### config.mk
export PLATFORM = sky130hd
export DESIGN_NAME = periodic_interval_projector
export DESIGN_NICKNAME = d
export VERILOG_FILES = /design/src/sv/pip_pkg.sv /design/src/sv/periodic_interval_projector.sv /design/src/sv/pip_div.sv
export SDC_FILE = /design/constraint.sdc
export NUM_CORES = 2
export LEC_CHECK = 0
export BUFFER_PORTS_ARGS = -buffer_cell sky130_fd_sc_hd__buf_2
export CAP_MARGIN = 10
export CORE_MARGIN = 2
export CORE_UTILIZATION = 45
export CTS_BUF_LIST = sky130_fd_sc_hd__clkbuf_4 sky130_fd_sc_hd__clkbuf_8
export DETAILED_ROUTE_END_ITERATION = 16
export SLEW_MARGIN = 25
export SYNTH_ARGS = -nofsm -noshare
export SYNTH_HDL_FRONTEND = slang
export SYNTH_SLANG_ARGS = --single-unit
### constraint.sdc
create_clock -name clock -period 10.2 [get_ports clock]
set_input_delay 0.51 -clock clock [delete_from_list [all_inputs] [get_ports clock]]
set_output_delay 0.51 -clock clock [all_outputs]
set_load 0.005 [all_outputs]
### src/sv/pip_pkg.sv
// Shared types and constants for the periodic interval projector.
// No dependencies; every other file of the block refers to it by scoped names.
`default_nettype none

package pip_pkg;

   // Number of shifts that are examined at most, starting from the lowest one.
   localparam int MAX_COPIES = 16;

   localparam int TICK_W  = 32;                         // signed tick values
   localparam int LEN_W   = 31;                         // loop length
   localparam int IDENT_W = 16;
   localparam int PITCH_W = 7;
   localparam int NUM_W   = 33;                         // divider numerator magnitude
   localparam int Q_W     = NUM_W + 2;                  // signed floor quotient
   localparam int POS_W   = 36 + $clog2(MAX_COPIES);    // running copy position
   localparam int ABS_W   = TICK_W + 1;                 // endpoint distance
   localparam int CNT_W   = $clog2(MAX_COPIES + 1);     // shift counter
   localparam int REQ_W   = 88;
   localparam int RSP_W   = 96;
   localparam int IDX_W   = 2;

   localparam logic signed [Q_W:0] MAX_SPAN = (Q_W + 1)'(MAX_COPIES);

   // Register indexes of the configuration port.
   localparam logic [IDX_W-1:0] REG_LOOP_LENGTH  = 2'd0;
   localparam logic [IDX_W-1:0] REG_WINDOW_START = 2'd1;
   localparam logic [IDX_W-1:0] REG_WINDOW_END   = 2'd2;
   localparam logic [IDX_W-1:0] REG_ORIGIN_TICK  = 2'd3;

   typedef enum logic [3:0] {
      S_IDLE,
      S_DIVA_GO,
      S_DIVA_RUN,
      S_FIXA,
      S_DIVB_GO,
      S_DIVB_RUN,
      S_FIXB,
      S_SPAN,
      S_DIST,
      S_PICK,
      S_DONE
   } pip_state_type;

   typedef struct packed {
      logic             start;
      logic [NUM_W-1:0] numer;
      logic [LEN_W-1:0] denom;
   } pip_div_req_type;

   typedef struct packed {
      logic             done;
      logic [NUM_W-1:0] quot;
      logic [LEN_W-1:0] rem;
   } pip_div_rsp_type;

   // True when a wide position still fits the signed 32-bit tick range.
   function automatic logic fits_tick(input logic signed [POS_W-1:0] v);
      fits_tick = (v == {{(POS_W - TICK_W){v[TICK_W-1]}}, v[TICK_W-1:0]});
   endfunction

endpackage

`default_nettype wire

### src/sv/periodic_interval_projector.sv
// Top level of the periodic interval projector: sequencer, copy scan and ports.
// Depends on pip_pkg and instantiates the shared divider pip_div.
//
//   Channel | Direction | Handshake          | Contents
//   --------+-----------+--------------------+------------------------------------------
//   req_    | in        | tvalid / tready    | one note span, id and pitch per word
//   rsp_    | out       | tvalid / tready    | one projection result per word
//   csr_    | in        | write enable only  | loop length, window bounds, origin tick
//
// A word passes twice through the shared divider, then through the sequencing states
// and the two states of each shift examined (at most MAX_COPIES); with a zero loop
// length it goes straight to the result. A new word waits until the last is finished.
// The bit-serial divider and the two-step distance check per shift set the pace.
// Reset is synchronous, active high; it clears the sequencer, CSRs, counters and flags.
// While a word is in work req_tready is low. A finished result waits in the output
// register, and the next request word is taken while it waits.
`default_nettype none

module periodic_interval_projector (
   input  wire logic                        clock,
   input  wire logic                        reset,
   // req_tdata from bit 0 up: span_start[31:0], span_end[31:0], note_ident[15:0],
   // note_pitch[6:0], one zero fill bit.
   input  wire logic                        req_tvalid,
   output logic                             req_tready,
   input  wire logic [pip_pkg::REQ_W-1:0]   req_tdata,
   // rsp_tdata from bit 0 up: found, projected_start[31:0], projected_end[31:0],
   // result_ident[15:0], result_pitch[6:0], truncated, seven zero fill bits.
   output logic                             rsp_tvalid,
   input  wire logic                        rsp_tready,
   output logic [pip_pkg::RSP_W-1:0]        rsp_tdata,
   input  wire logic                        csr_we,
   input  wire logic [pip_pkg::IDX_W-1:0]   csr_index,
   input  wire logic [pip_pkg::TICK_W-1:0]  csr_wdata
);

   localparam int TW = pip_pkg::TICK_W;
   localparam int PW = pip_pkg::POS_W;
   localparam int QW = pip_pkg::Q_W;
   localparam int NW = pip_pkg::NUM_W;
   localparam int LW = pip_pkg::LEN_W;
   localparam int AW = pip_pkg::ABS_W;
   localparam int CW = pip_pkg::CNT_W;

   // Configuration registers.
   logic [LW-1:0]        loop_length_ff;
   logic signed [TW-1:0] window_start_ff, window_end_ff, origin_tick_ff;

   // Sequencer and the captured word.
   pip_pkg::pip_state_type               state_ff, state_in;
   logic signed [TW-1:0]                 span_start_ff, span_start_in;
   logic signed [TW-1:0]                 span_end_ff, span_end_in;
   logic [pip_pkg::IDENT_W-1:0]          ident_ff, ident_in;
   logic [pip_pkg::PITCH_W-1:0]          pitch_ff, pitch_in;

   // Floor division results and the scan state.
   logic                 neg_ff, neg_in;
   logic signed [QW-1:0] q_lo_ff, q_lo_in;
   logic signed [QW-1:0] q_hi_ff, q_hi_in;
   logic [LW-1:0]        r_lo_ff, r_lo_in;
   logic signed [PW-1:0] cs_ff, cs_in;
   logic signed [PW-1:0] ce_ff, ce_in;
   logic [CW-1:0]        cnt_ff, cnt_in;
   logic [CW-1:0]        idx_ff, idx_in;
   logic                 trunc_ff, trunc_in;
   logic [AW-1:0]        abs_a_ff, abs_a_in;
   logic [AW-1:0]        abs_b_ff, abs_b_in;
   logic                 hit_ff, hit_in;
   logic                 skip_ff, skip_in;
   logic                 found_ff, found_in;
   logic [AW-1:0]        best_d_ff, best_d_in;
   logic signed [TW-1:0] best_s_ff, best_s_in;
   logic signed [TW-1:0] best_e_ff, best_e_in;

   // Output register.
   logic                        rsp_tvalid_ff, rsp_tvalid_in;
   logic [pip_pkg::RSP_W-1:0]   rsp_tdata_ff, rsp_tdata_in;

   pip_pkg::pip_div_req_type div_req;
   pip_pkg::pip_div_rsp_type div_rsp;

   logic                 req_take;
   logic                 rsp_load;

   // Numerators of the two floor divisions, as sign and magnitude.
   logic signed [NW:0]   num_a_pos, num_a_neg, num_b_pos, num_b_neg;
   logic                 num_a_sign, num_b_sign;

   // Floor correction of the divider result.
   logic signed [QW-1:0] quot_ext, q_floor;
   logic                 rem_nz;

   // Span test and distance check.
   logic signed [QW:0]   k_span;
   logic signed [PW:0]   da, db, na, nb;
   logic [AW-1:0]        pick_d;
   logic                 pick_take, pick_stop;
   logic [CW-1:0]        idx_next;

   assign req_take = req_tvalid && req_tready;
   assign rsp_load = (state_ff == pip_pkg::S_DONE) && (!rsp_tvalid_ff || rsp_tready);

   // Configuration writes.
   always_ff @(posedge clock) begin
      if (reset) begin
         loop_length_ff  <= '0;
         window_start_ff <= '0;
         window_end_ff   <= '0;
         origin_tick_ff  <= '0;
      end else if (csr_we) begin
         case (csr_index)
            pip_pkg::REG_LOOP_LENGTH:  loop_length_ff  <= csr_wdata[LW-1:0];
            pip_pkg::REG_WINDOW_START: window_start_ff <= csr_wdata;
            pip_pkg::REG_WINDOW_END:   window_end_ff   <= csr_wdata;
            pip_pkg::REG_ORIGIN_TICK:  origin_tick_ff  <= csr_wdata;
            default: ;
         endcase
      end
   end

   // The lowest shift comes from floor((window_start - span_end) / L) + 1, the highest
   // from floor((window_end - 1 - span_start) / L). Both go through the same divider.
   assign num_a_pos  = (NW + 1)'(window_start_ff) - (NW + 1)'(span_end_ff);
   assign num_a_neg  = (NW + 1)'(span_end_ff) - (NW + 1)'(window_start_ff);
   assign num_a_sign = num_a_pos[NW];
   assign num_b_pos  = (NW + 1)'(window_end_ff) - (NW + 1)'(span_start_ff)
                       - (NW + 1)'(1);
   assign num_b_neg  = (NW + 1)'(span_start_ff) + (NW + 1)'(1)
                       - (NW + 1)'(window_end_ff);
   assign num_b_sign = num_b_pos[NW];

   always_comb begin
      div_req.denom = loop_length_ff;
      div_req.start = 1'b0;
      div_req.numer = '0;
      case (state_ff)
         pip_pkg::S_DIVA_GO: begin
            div_req.start = 1'b1;
            div_req.numer = num_a_sign ? num_a_neg[NW-1:0] : num_a_pos[NW-1:0];
         end
         pip_pkg::S_DIVB_GO: begin
            div_req.start = 1'b1;
            div_req.numer = num_b_sign ? num_b_neg[NW-1:0] : num_b_pos[NW-1:0];
         end
         default: ;
      endcase
   end

   pip_div u_div (
      .clock   (clock),
      .reset   (reset),
      .div_req (div_req),
      .div_rsp (div_rsp)
   );

   // A negative numerator with a remainder rounds one further down: -q - 1 is ~q.
   assign quot_ext = QW'(div_rsp.quot);
   assign rem_nz   = (div_rsp.rem != '0);
   always_comb begin
      if (!neg_ff) begin
         q_floor = quot_ext;
      end else if (rem_nz) begin
         q_floor = ~quot_ext;
      end else begin
         q_floor = -quot_ext;
      end
   end

   // Number of shifts in range is q_hi - q_lo.
   assign k_span = (QW + 1)'(q_hi_ff) - (QW + 1)'(q_lo_ff);

   // Distance of the origin to the current copy. The origin lies inside the copy
   // when it is at or after the start and before the exclusive end.
   assign da = (PW + 1)'(origin_tick_ff) - (PW + 1)'(cs_ff);
   assign db = (PW + 1)'(origin_tick_ff) - (PW + 1)'(ce_ff);
   assign na = (PW + 1)'(cs_ff) - (PW + 1)'(origin_tick_ff);
   assign nb = (PW + 1)'(ce_ff) - (PW + 1)'(origin_tick_ff);

   assign pick_d    = hit_ff ? '0 : ((abs_a_ff < abs_b_ff) ? abs_a_ff : abs_b_ff);
   assign pick_take = !skip_ff && (!found_ff || (pick_d < best_d_ff));
   assign idx_next  = idx_ff + CW'(1);
   assign pick_stop = (!skip_ff && (pick_d == '0)) || (idx_next == cnt_ff);

   // Next state.
   always_comb begin
      state_in = state_ff;
      case (state_ff)
         pip_pkg::S_IDLE: begin
            if (req_take) begin
               state_in = (loop_length_ff == '0) ? pip_pkg::S_DONE : pip_pkg::S_DIVA_GO;
            end
         end
         pip_pkg::S_DIVA_GO:  state_in = pip_pkg::S_DIVA_RUN;
         pip_pkg::S_DIVA_RUN: if (div_rsp.done) state_in = pip_pkg::S_FIXA;
         pip_pkg::S_FIXA:     state_in = pip_pkg::S_DIVB_GO;
         pip_pkg::S_DIVB_GO:  state_in = pip_pkg::S_DIVB_RUN;
         pip_pkg::S_DIVB_RUN: if (div_rsp.done) state_in = pip_pkg::S_FIXB;
         pip_pkg::S_FIXB:     state_in = pip_pkg::S_SPAN;
         pip_pkg::S_SPAN: begin
            state_in = (k_span > (QW + 1)'(0)) ? pip_pkg::S_DIST : pip_pkg::S_DONE;
         end
         pip_pkg::S_DIST:     state_in = pip_pkg::S_PICK;
         pip_pkg::S_PICK: begin
            state_in = pick_stop ? pip_pkg::S_DONE : pip_pkg::S_DIST;
         end
         pip_pkg::S_DONE:     if (rsp_load) state_in = pip_pkg::S_IDLE;
         default:             state_in = pip_pkg::S_IDLE;
      endcase
   end

   // Handshake outputs.
   always_comb begin
      req_tready = 1'b0;
      case (state_ff)
         pip_pkg::S_IDLE: req_tready = 1'b1;
         default:         req_tready = 1'b0;
      endcase
   end

   // Datapath next values.
   always_comb begin
      span_start_in = span_start_ff;
      span_end_in   = span_end_ff;
      ident_in      = ident_ff;
      pitch_in      = pitch_ff;
      neg_in        = neg_ff;
      q_lo_in       = q_lo_ff;
      q_hi_in       = q_hi_ff;
      r_lo_in       = r_lo_ff;
      cs_in         = cs_ff;
      ce_in         = ce_ff;
      cnt_in        = cnt_ff;
      idx_in        = idx_ff;
      trunc_in      = trunc_ff;
      abs_a_in      = abs_a_ff;
      abs_b_in      = abs_b_ff;
      hit_in        = hit_ff;
      skip_in       = skip_ff;
      found_in      = found_ff;
      best_d_in     = best_d_ff;
      best_s_in     = best_s_ff;
      best_e_in     = best_e_ff;
      case (state_ff)
         pip_pkg::S_IDLE: begin
            if (req_take) begin
               span_start_in = req_tdata[TW-1:0];
               span_end_in   = req_tdata[2*TW-1:TW];
               ident_in      = req_tdata[2*TW+pip_pkg::IDENT_W-1:2*TW];
               pitch_in      = req_tdata[2*TW+pip_pkg::IDENT_W+pip_pkg::PITCH_W-1:
                                         2*TW+pip_pkg::IDENT_W];
               found_in      = 1'b0;
               trunc_in      = 1'b0;
            end
         end
         pip_pkg::S_DIVA_GO: neg_in = num_a_sign;
         pip_pkg::S_FIXA: begin
            q_lo_in = q_floor;
            r_lo_in = (neg_ff && rem_nz) ? (loop_length_ff - div_rsp.rem) : div_rsp.rem;
         end
         pip_pkg::S_DIVB_GO: begin
            neg_in = num_b_sign;
            // End of the lowest copy: window_start - floor remainder + L.
            ce_in  = PW'(window_start_ff) + PW'(loop_length_ff) - PW'(r_lo_ff);
         end
         pip_pkg::S_DIVB_RUN: begin
            cs_in = ce_ff + PW'(span_start_ff) - PW'(span_end_ff);
         end
         pip_pkg::S_FIXB: q_hi_in = q_floor;
         pip_pkg::S_SPAN: begin
            idx_in = '0;
            if (k_span > pip_pkg::MAX_SPAN) begin
               trunc_in = 1'b1;
               cnt_in   = CW'(pip_pkg::MAX_COPIES);
            end else begin
               cnt_in   = k_span[CW-1:0];
            end
         end
         pip_pkg::S_DIST: begin
            hit_in   = !da[PW] && db[PW];
            skip_in  = !pip_pkg::fits_tick(cs_ff) || !pip_pkg::fits_tick(ce_ff);
            abs_a_in = da[PW] ? na[AW-1:0] : da[AW-1:0];
            abs_b_in = db[PW] ? nb[AW-1:0] : db[AW-1:0];
         end
         pip_pkg::S_PICK: begin
            if (pick_take) begin
               found_in  = 1'b1;
               best_d_in = pick_d;
               best_s_in = cs_ff[TW-1:0];
               best_e_in = ce_ff[TW-1:0];
            end
            cs_in  = cs_ff + PW'(loop_length_ff);
            ce_in  = ce_ff + PW'(loop_length_ff);
            idx_in = idx_next;
         end
         default: ;
      endcase
   end

   // Result word; the copy fields read zero when nothing was found.
   always_comb begin
      rsp_tvalid_in = rsp_tvalid_ff;
      rsp_tdata_in  = rsp_tdata_ff;
      if (rsp_load) begin
         rsp_tvalid_in = 1'b1;
         rsp_tdata_in  = {7'd0, trunc_ff,
                          found_ff ? pitch_ff : pip_pkg::PITCH_W'(0),
                          found_ff ? ident_ff : pip_pkg::IDENT_W'(0),
                          found_ff ? best_e_ff : TW'(0),
                          found_ff ? best_s_ff : TW'(0),
                          found_ff};
      end else if (rsp_tready) begin
         rsp_tvalid_in = 1'b0;
      end
   end

   always_ff @(posedge clock) begin
      if (reset) begin
         state_ff      <= pip_pkg::S_IDLE;
         rsp_tvalid_ff <= 1'b0;
         found_ff      <= 1'b0;
         trunc_ff      <= 1'b0;
         cnt_ff        <= '0;
         idx_ff        <= '0;
      end else begin
         state_ff      <= state_in;
         rsp_tvalid_ff <= rsp_tvalid_in;
         found_ff      <= found_in;
         trunc_ff      <= trunc_in;
         cnt_ff        <= cnt_in;
         idx_ff        <= idx_in;
      end
      span_start_ff <= span_start_in;
      span_end_ff   <= span_end_in;
      ident_ff      <= ident_in;
      pitch_ff      <= pitch_in;
      neg_ff        <= neg_in;
      q_lo_ff       <= q_lo_in;
      q_hi_ff       <= q_hi_in;
      r_lo_ff       <= r_lo_in;
      cs_ff         <= cs_in;
      ce_ff         <= ce_in;
      abs_a_ff      <= abs_a_in;
      abs_b_ff      <= abs_b_in;
      hit_ff        <= hit_in;
      skip_ff       <= skip_in;
      best_d_ff     <= best_d_in;
      best_s_ff     <= best_s_in;
      best_e_ff     <= best_e_in;
      rsp_tdata_ff  <= rsp_tdata_in;
   end

   assign rsp_tvalid = rsp_tvalid_ff;
   assign rsp_tdata  = rsp_tdata_ff;

   // A result without a copy carries zeros in every copy field.
   a_not_found_zero: assert property (@(posedge clock) disable iff (reset)
      (rsp_tvalid_ff && !rsp_tdata_ff[0]) |-> (rsp_tdata_ff[87:1] == '0))
      else $error("not-found result carries nonzero copy fields");

   // The scan only runs with a shift index below a bounded count.
   a_scan_bounds: assert property (@(posedge clock) disable iff (reset)
      (state_ff == pip_pkg::S_DIST || state_ff == pip_pkg::S_PICK)
      |-> (idx_ff < cnt_ff && cnt_ff <= CW'(pip_pkg::MAX_COPIES)))
      else $error("copy scan index out of bounds");

   // The divider only finishes while the sequencer waits for it.
   a_div_done: assert property (@(posedge clock) disable iff (reset)
      div_rsp.done |-> (state_ff == pip_pkg::S_DIVA_RUN || state_ff == pip_pkg::S_DIVB_RUN))
      else $error("divider finished outside a wait state");

   // A copy that holds the origin ends the scan at once.
   a_hit_stops: assert property (@(posedge clock) disable iff (reset)
      (state_ff == pip_pkg::S_PICK && !skip_ff && hit_ff) |=> (state_ff == pip_pkg::S_DONE))
      else $error("scan went on after a containing copy");

endmodule

`default_nettype wire

### src/sv/pip_div.sv
// Restoring divider, one quotient bit per cycle, unsigned magnitudes only.
// Depends on pip_pkg for widths and the request and response structs.
`default_nettype none

module pip_div (
   input  wire logic                     clock,
   input  wire logic                     reset,
   input  wire pip_pkg::pip_div_req_type div_req,
   output pip_pkg::pip_div_rsp_type      div_rsp
);

   localparam int STEP_W = $clog2(pip_pkg::NUM_W + 1);

   logic                        busy_ff, busy_in;
   logic                        done_ff, done_in;
   logic [STEP_W-1:0]           step_ff, step_in;
   logic [pip_pkg::NUM_W-1:0]   quot_ff, quot_in;
   logic [pip_pkg::LEN_W-1:0]   rem_ff, rem_in;
   logic [pip_pkg::LEN_W-1:0]   denom_ff, denom_in;

   logic [pip_pkg::LEN_W:0]     trial;
   logic [pip_pkg::LEN_W:0]     trial_sub;
   logic                        fits;

   assign trial     = {rem_ff, quot_ff[pip_pkg::NUM_W-1]};
   assign trial_sub = trial - {1'b0, denom_ff};
   assign fits      = (trial >= {1'b0, denom_ff});

   always_comb begin
      busy_in  = busy_ff;
      done_in  = 1'b0;
      step_in  = step_ff;
      quot_in  = quot_ff;
      rem_in   = rem_ff;
      denom_in = denom_ff;
      if (div_req.start) begin
         busy_in  = 1'b1;
         step_in  = STEP_W'(pip_pkg::NUM_W);
         quot_in  = div_req.numer;
         rem_in   = '0;
         denom_in = div_req.denom;
      end else if (busy_ff) begin
         quot_in = {quot_ff[pip_pkg::NUM_W-2:0], fits};
         rem_in  = fits ? trial_sub[pip_pkg::LEN_W-1:0] : trial[pip_pkg::LEN_W-1:0];
         step_in = step_ff - STEP_W'(1);
         if (step_ff == STEP_W'(1)) begin
            busy_in = 1'b0;
            done_in = 1'b1;
         end
      end
   end

   always_ff @(posedge clock) begin
      if (reset) begin
         busy_ff <= 1'b0;
         done_ff <= 1'b0;
         step_ff <= '0;
      end else begin
         busy_ff <= busy_in;
         done_ff <= done_in;
         step_ff <= step_in;
      end
      quot_ff  <= quot_in;
      rem_ff   <= rem_in;
      denom_ff <= denom_in;
   end

   assign div_rsp.done = done_ff;
   assign div_rsp.quot = quot_ff;
   assign div_rsp.rem  = rem_ff;

endmodule

`default_nettype wire
==> summary.md <==
| Metric | Value |
|---|---|
| Setup ws final | approximately 3500 ps |
| Worst setup SP type | flip-flop |
| Largest delay contributor family on the critical path | compound AO/OA/AOI/OAI gates |
| M2 GR Usage | between 40% and 50% |
| Leakage | 0.0275 uW |
| Vias post-DR | between 50k and 60k |
| 1st-pass router iterations | 8 |
| Port bufs | ~220 |
| H-tree depth | 4 |
| CP endpoint kind | flip-flop |
| Most used DFF post-synth | edfxtp_1 |
| Most frequent cell on the critical path | buf_4 |
| Min-delay worst type | input port to flip-flop |
| Final number of max-transition violations | 0 |
| Critical path arrival | between 7000 and 8000 ps |
| First-pass GRT wire length | slightly above 300 mm |
| Power per Cell Area | between 200 and 250 nW/um^2 |
| Max-Cap Viols | 0 |
| Crit path required time | between 10000 and 15000 ps |
| Root Driver | clkbuf_8 |
| Clock slew at reported path FFs | around 60 ps |
| Initial core utilization | 45.4% |
| Ys async rst share | 0% |
| F_max | 0.150 GHz |
| CTS sink cnt | 770 |
| Cts repair resizes | 0 |
| Cell variety after synth | 93 |
| Vias per inst | roughly 5.8 |
| Final RePlAce weighted congestion | roughly 0.95 |
| Final #Nets | 7667 |
| Final period util | about two thirds |
| Crit path max fanout | 53 |
| Met1 Resource Use GR | roughly two fifths |
| Core Area | around 130000 sq um |
| Pin count of the biggest net entering global routing | 83 |
| Flops & latches, synth | a little under 800 |
| Die H | approximately 370 um |
| DRT Wirelength | slightly above 200 mm |
| Drt drc | 0 |
| Vias in the first global route | around 48k |
| Setup WS pre-CTS | about 3400 ps |
| Status | finished clean |
| Routed Antenna Nets | 0 |
| Met3 Use GR | under 10% |
| CP peak stage delay | around 670 ps |
| HPWL after DPL | 162 mm |
| Number of flops mapped to enable cells by yosys | between 500 and 600 |
| Final hold violations | 0 |
| Critical path class | flip-flop to flip-flop |
| Iteration-0 DRC count of the detailed router | 5130 |
| CTS max path bufs | 3 |
| Worst vdd ir | between 0.15 and 0.2 mV |
| Fin crit period | 6680 ps |
| Worst-Margin Slew | approximately 1100 ps |
| Setup TNS | 0 ps |
| Wire length per cell | roughly 24 um |
| CTS hold repair buffers | between 100 and 150 |
| Mapped Area | just under 60000 sq um |
| Post-CTS Setup Bufs | 0 |
| Clock latency on the worst-skew pair | between 900 and 1000 ps |
| Mapped Avg Cell Area | about 9 sq um |
| CTS Buf Count | about 150 |
| Slew margin rel. | between 20 and 30% |
| Gate Count Post-Synth | around 6.6k |
| Fin Clk Skew | slightly above 50 ps |
| Num ports | ~230 |
| Congestion Overflow GR | 0 |
| CP bufs+invs | 5 |
| DIE AREA | 134000 sq um |
| TritonCTS clock tree | done |
| Global Route Usage Sum | ~30% |
| RSZ-0062 raised after global routing | no |
| Busiest layer in global routing | met2 |
| YS warnings | 0 |
| Seq/Total Area, Yosys | approximately 36% |
| Share of cells above drive strength 1 | under 10% |
| Row count | 132 |
| Antenna violations before repair | 7 |
| Layout Area Growth over Synthesis | 12.1% |
| FILL cells | between 10k and 15k |
| Endpoints failing setup | 0 |
| Die X | 366 um |
| Slowest cell on crit path | buf_4 |
-- report_power, final --
group	total [uW]	internal (uW)	switching [uW]	leakage [uW]
Combinational	6770	2530	4250	0.0192
Sequential	4660	4140	522	0.00671
Clock	3230	1760	1470	0.00161
-- final timing paths --
check | start | to | slack (ps) | cells past startpoint
worst max-delay path | abs_b_ff[18] | best_s_ff[6] | 3520 | 25
worst max register to register | abs_b_ff[18] | best_s_ff[6] | 3520 | 25
worst min-delay path | reset | window_end_ff[21] | 120 | 2
worst min register to register | window_end_ff[31] | window_end_ff[31] | 470 | 2
-- synth_stat cells (all sizes together) (22+ instances only) --
master | instances | area share (%)
o21a | 56 | 0.71
inv | 697 | 4.4
nor3 | 95 | 0.82
nor4 | 54 | 0.57
nand2 | 600 | 3.8
xnor2 | 221 | 3.3
and3 | 37 | 0.39
a211o | 23 | 0.34
mux2i | 94 | 1.6
o211ai | 48 | 0.61
o31ai | 42 | 0.54
o41ai | 22 | 0.37
a21oi | 691 | 5.9
nor2 | 376 | 2.4
clkbuf | 211 | 1.3
o21ai | 407 | 3.5
fa | 83 | 2.8
nand3 | 113 | 0.96
a31oi | 53 | 0.56
nand2b | 82 | 0.87
buf | 47 | 0.42
a211oi | 101 | 1.3
or3 | 24 | 0.25
o22ai | 22 | 0.23
a22oi | 24 | 0.31
nand4 | 92 | 0.98
o21bai | 88 | 1.1
ha | 604 | 13
dfxtp | 183 | 6.2
and2 | 110 | 1.2
edfxtp | 587 | 30
xor2 | 147 | 2.2
nor2b | 55 | 0.58
a21o | 185 | 2.4
-- metal layers --
layer / part of all wire, % / vias up / wire [um]
li1: - / 24100 / -
met1: 43 / 24400 / 89000
met2: 45 / 1765 / 92300
met3: 6.8 / 364 / 14000
met4: 5.1 / 4 / 10500
met5: 0.013 / - / 27
-- kinds of logic (layout without fill, tap and decap cells) --
family	count (synthesis)	after routing	synth area share [%]
DFF	770	770	36.1
buffers and inverters	957	1363	6.22
xor gates and xnor gates	368	368	5.48
muxes	110	110	1.90
adders and majority gates	687	687	15.7
other	1	10	0.00637
AOI/OAI and AO/OA	1945	1945	20.7
and+or+nand+nor	1720	1720	13.9
-- final cells by class --
cell class | count | area, sq um | share of cell area (%)
clock buffers | 209 | 2560 | 3.88
clock inverters | 55 | 460 | 0.698
well taps | 1742 | 2180 | 3.30
flip-flops and latches | 770 | 21300 | 32.3
multi-input cells | 4837 | 34100 | 51.7
repair buffers | 400 | 2770 | 4.20
inverters | 699 | 2620 | 3.98
diodes | 3 | 7.51 | 0.0114
-- worst reg2reg max path, cell delays in order (launching register included) --
cell and delay (ps):
edfxtp_1 430, inv_1 70, ha_1 300, nand4_1 160, nor4_1 440, o221a_2 310
o21ai_0 200, o21ai_4 580, buf_4 430, mux2i_1 260, nor2_1 80, ha_1 330
a21oi_1 160, nor2b_1 60, o21ai_0 140, nand2b_1 80, a21oi_1 150, nor2b_1 60
o21ai_0 150, nand2b_1 70, a21oi_1 260, a2111oi_0 190, buf_4 180, nor2_4 60
buf_4 470, buf_4 670
-- cell usage in the layout (no fill, tap or decap), drive strengths merged, types with 95 or more instances in the layout --
cell         count
a211oi         101
ha             604
inv            704
nor2           376
a21o           185
nand2          600
dlygate4sd3    119
xnor2          221
o21ai          407
xor2           147
buf            281
edfxtp         587
nand3          113
nor3            95
a21oi          691
clkbuf         209
and2           110
dfxtp          183
-- metrics by stage --
stage / cells / area, sq um / util [%] / hold WS, ps / power (uW)
after floorplan: 6564 / 58900 / - / 406 / 9260
after global placement: 8329 / 61800 / 47.6 / 461 / 11200
after detailed placement: 8329 / 61800 / 47.6 / 462 / 11300
after CTS: 8712 / 66000 / 50.9 / 29.6 / 14600
after global routing: 8713 / 66000 / 50.9 / 85.4 / 15500
final: 8715 / 66000 / 50.9 / 116 / 14700
-- state kept, by name (all words and copies together) (netlist names), 32 cells and up --
| signal | cells |
|---|---|
| u_div.quot_ff | 33 |
| q_lo_ff | 35 |
| window_end_ff | 32 |
| window_start_ff | 32 |
| q_hi_ff | 35 |
| best_s_ff | 32 |
| abs_b_ff | 33 |
| abs_a_ff | 33 |
| origin_tick_ff | 32 |
| ce_ff | 40 |
| span_start_ff | 32 |
| rsp_tdata | 89 |
| best_e_ff | 32 |
| best_d_ff | 33 |
| cs_ff | 40 |
| span_end_ff | 32 |
Power figures use the tool's default switching activity.
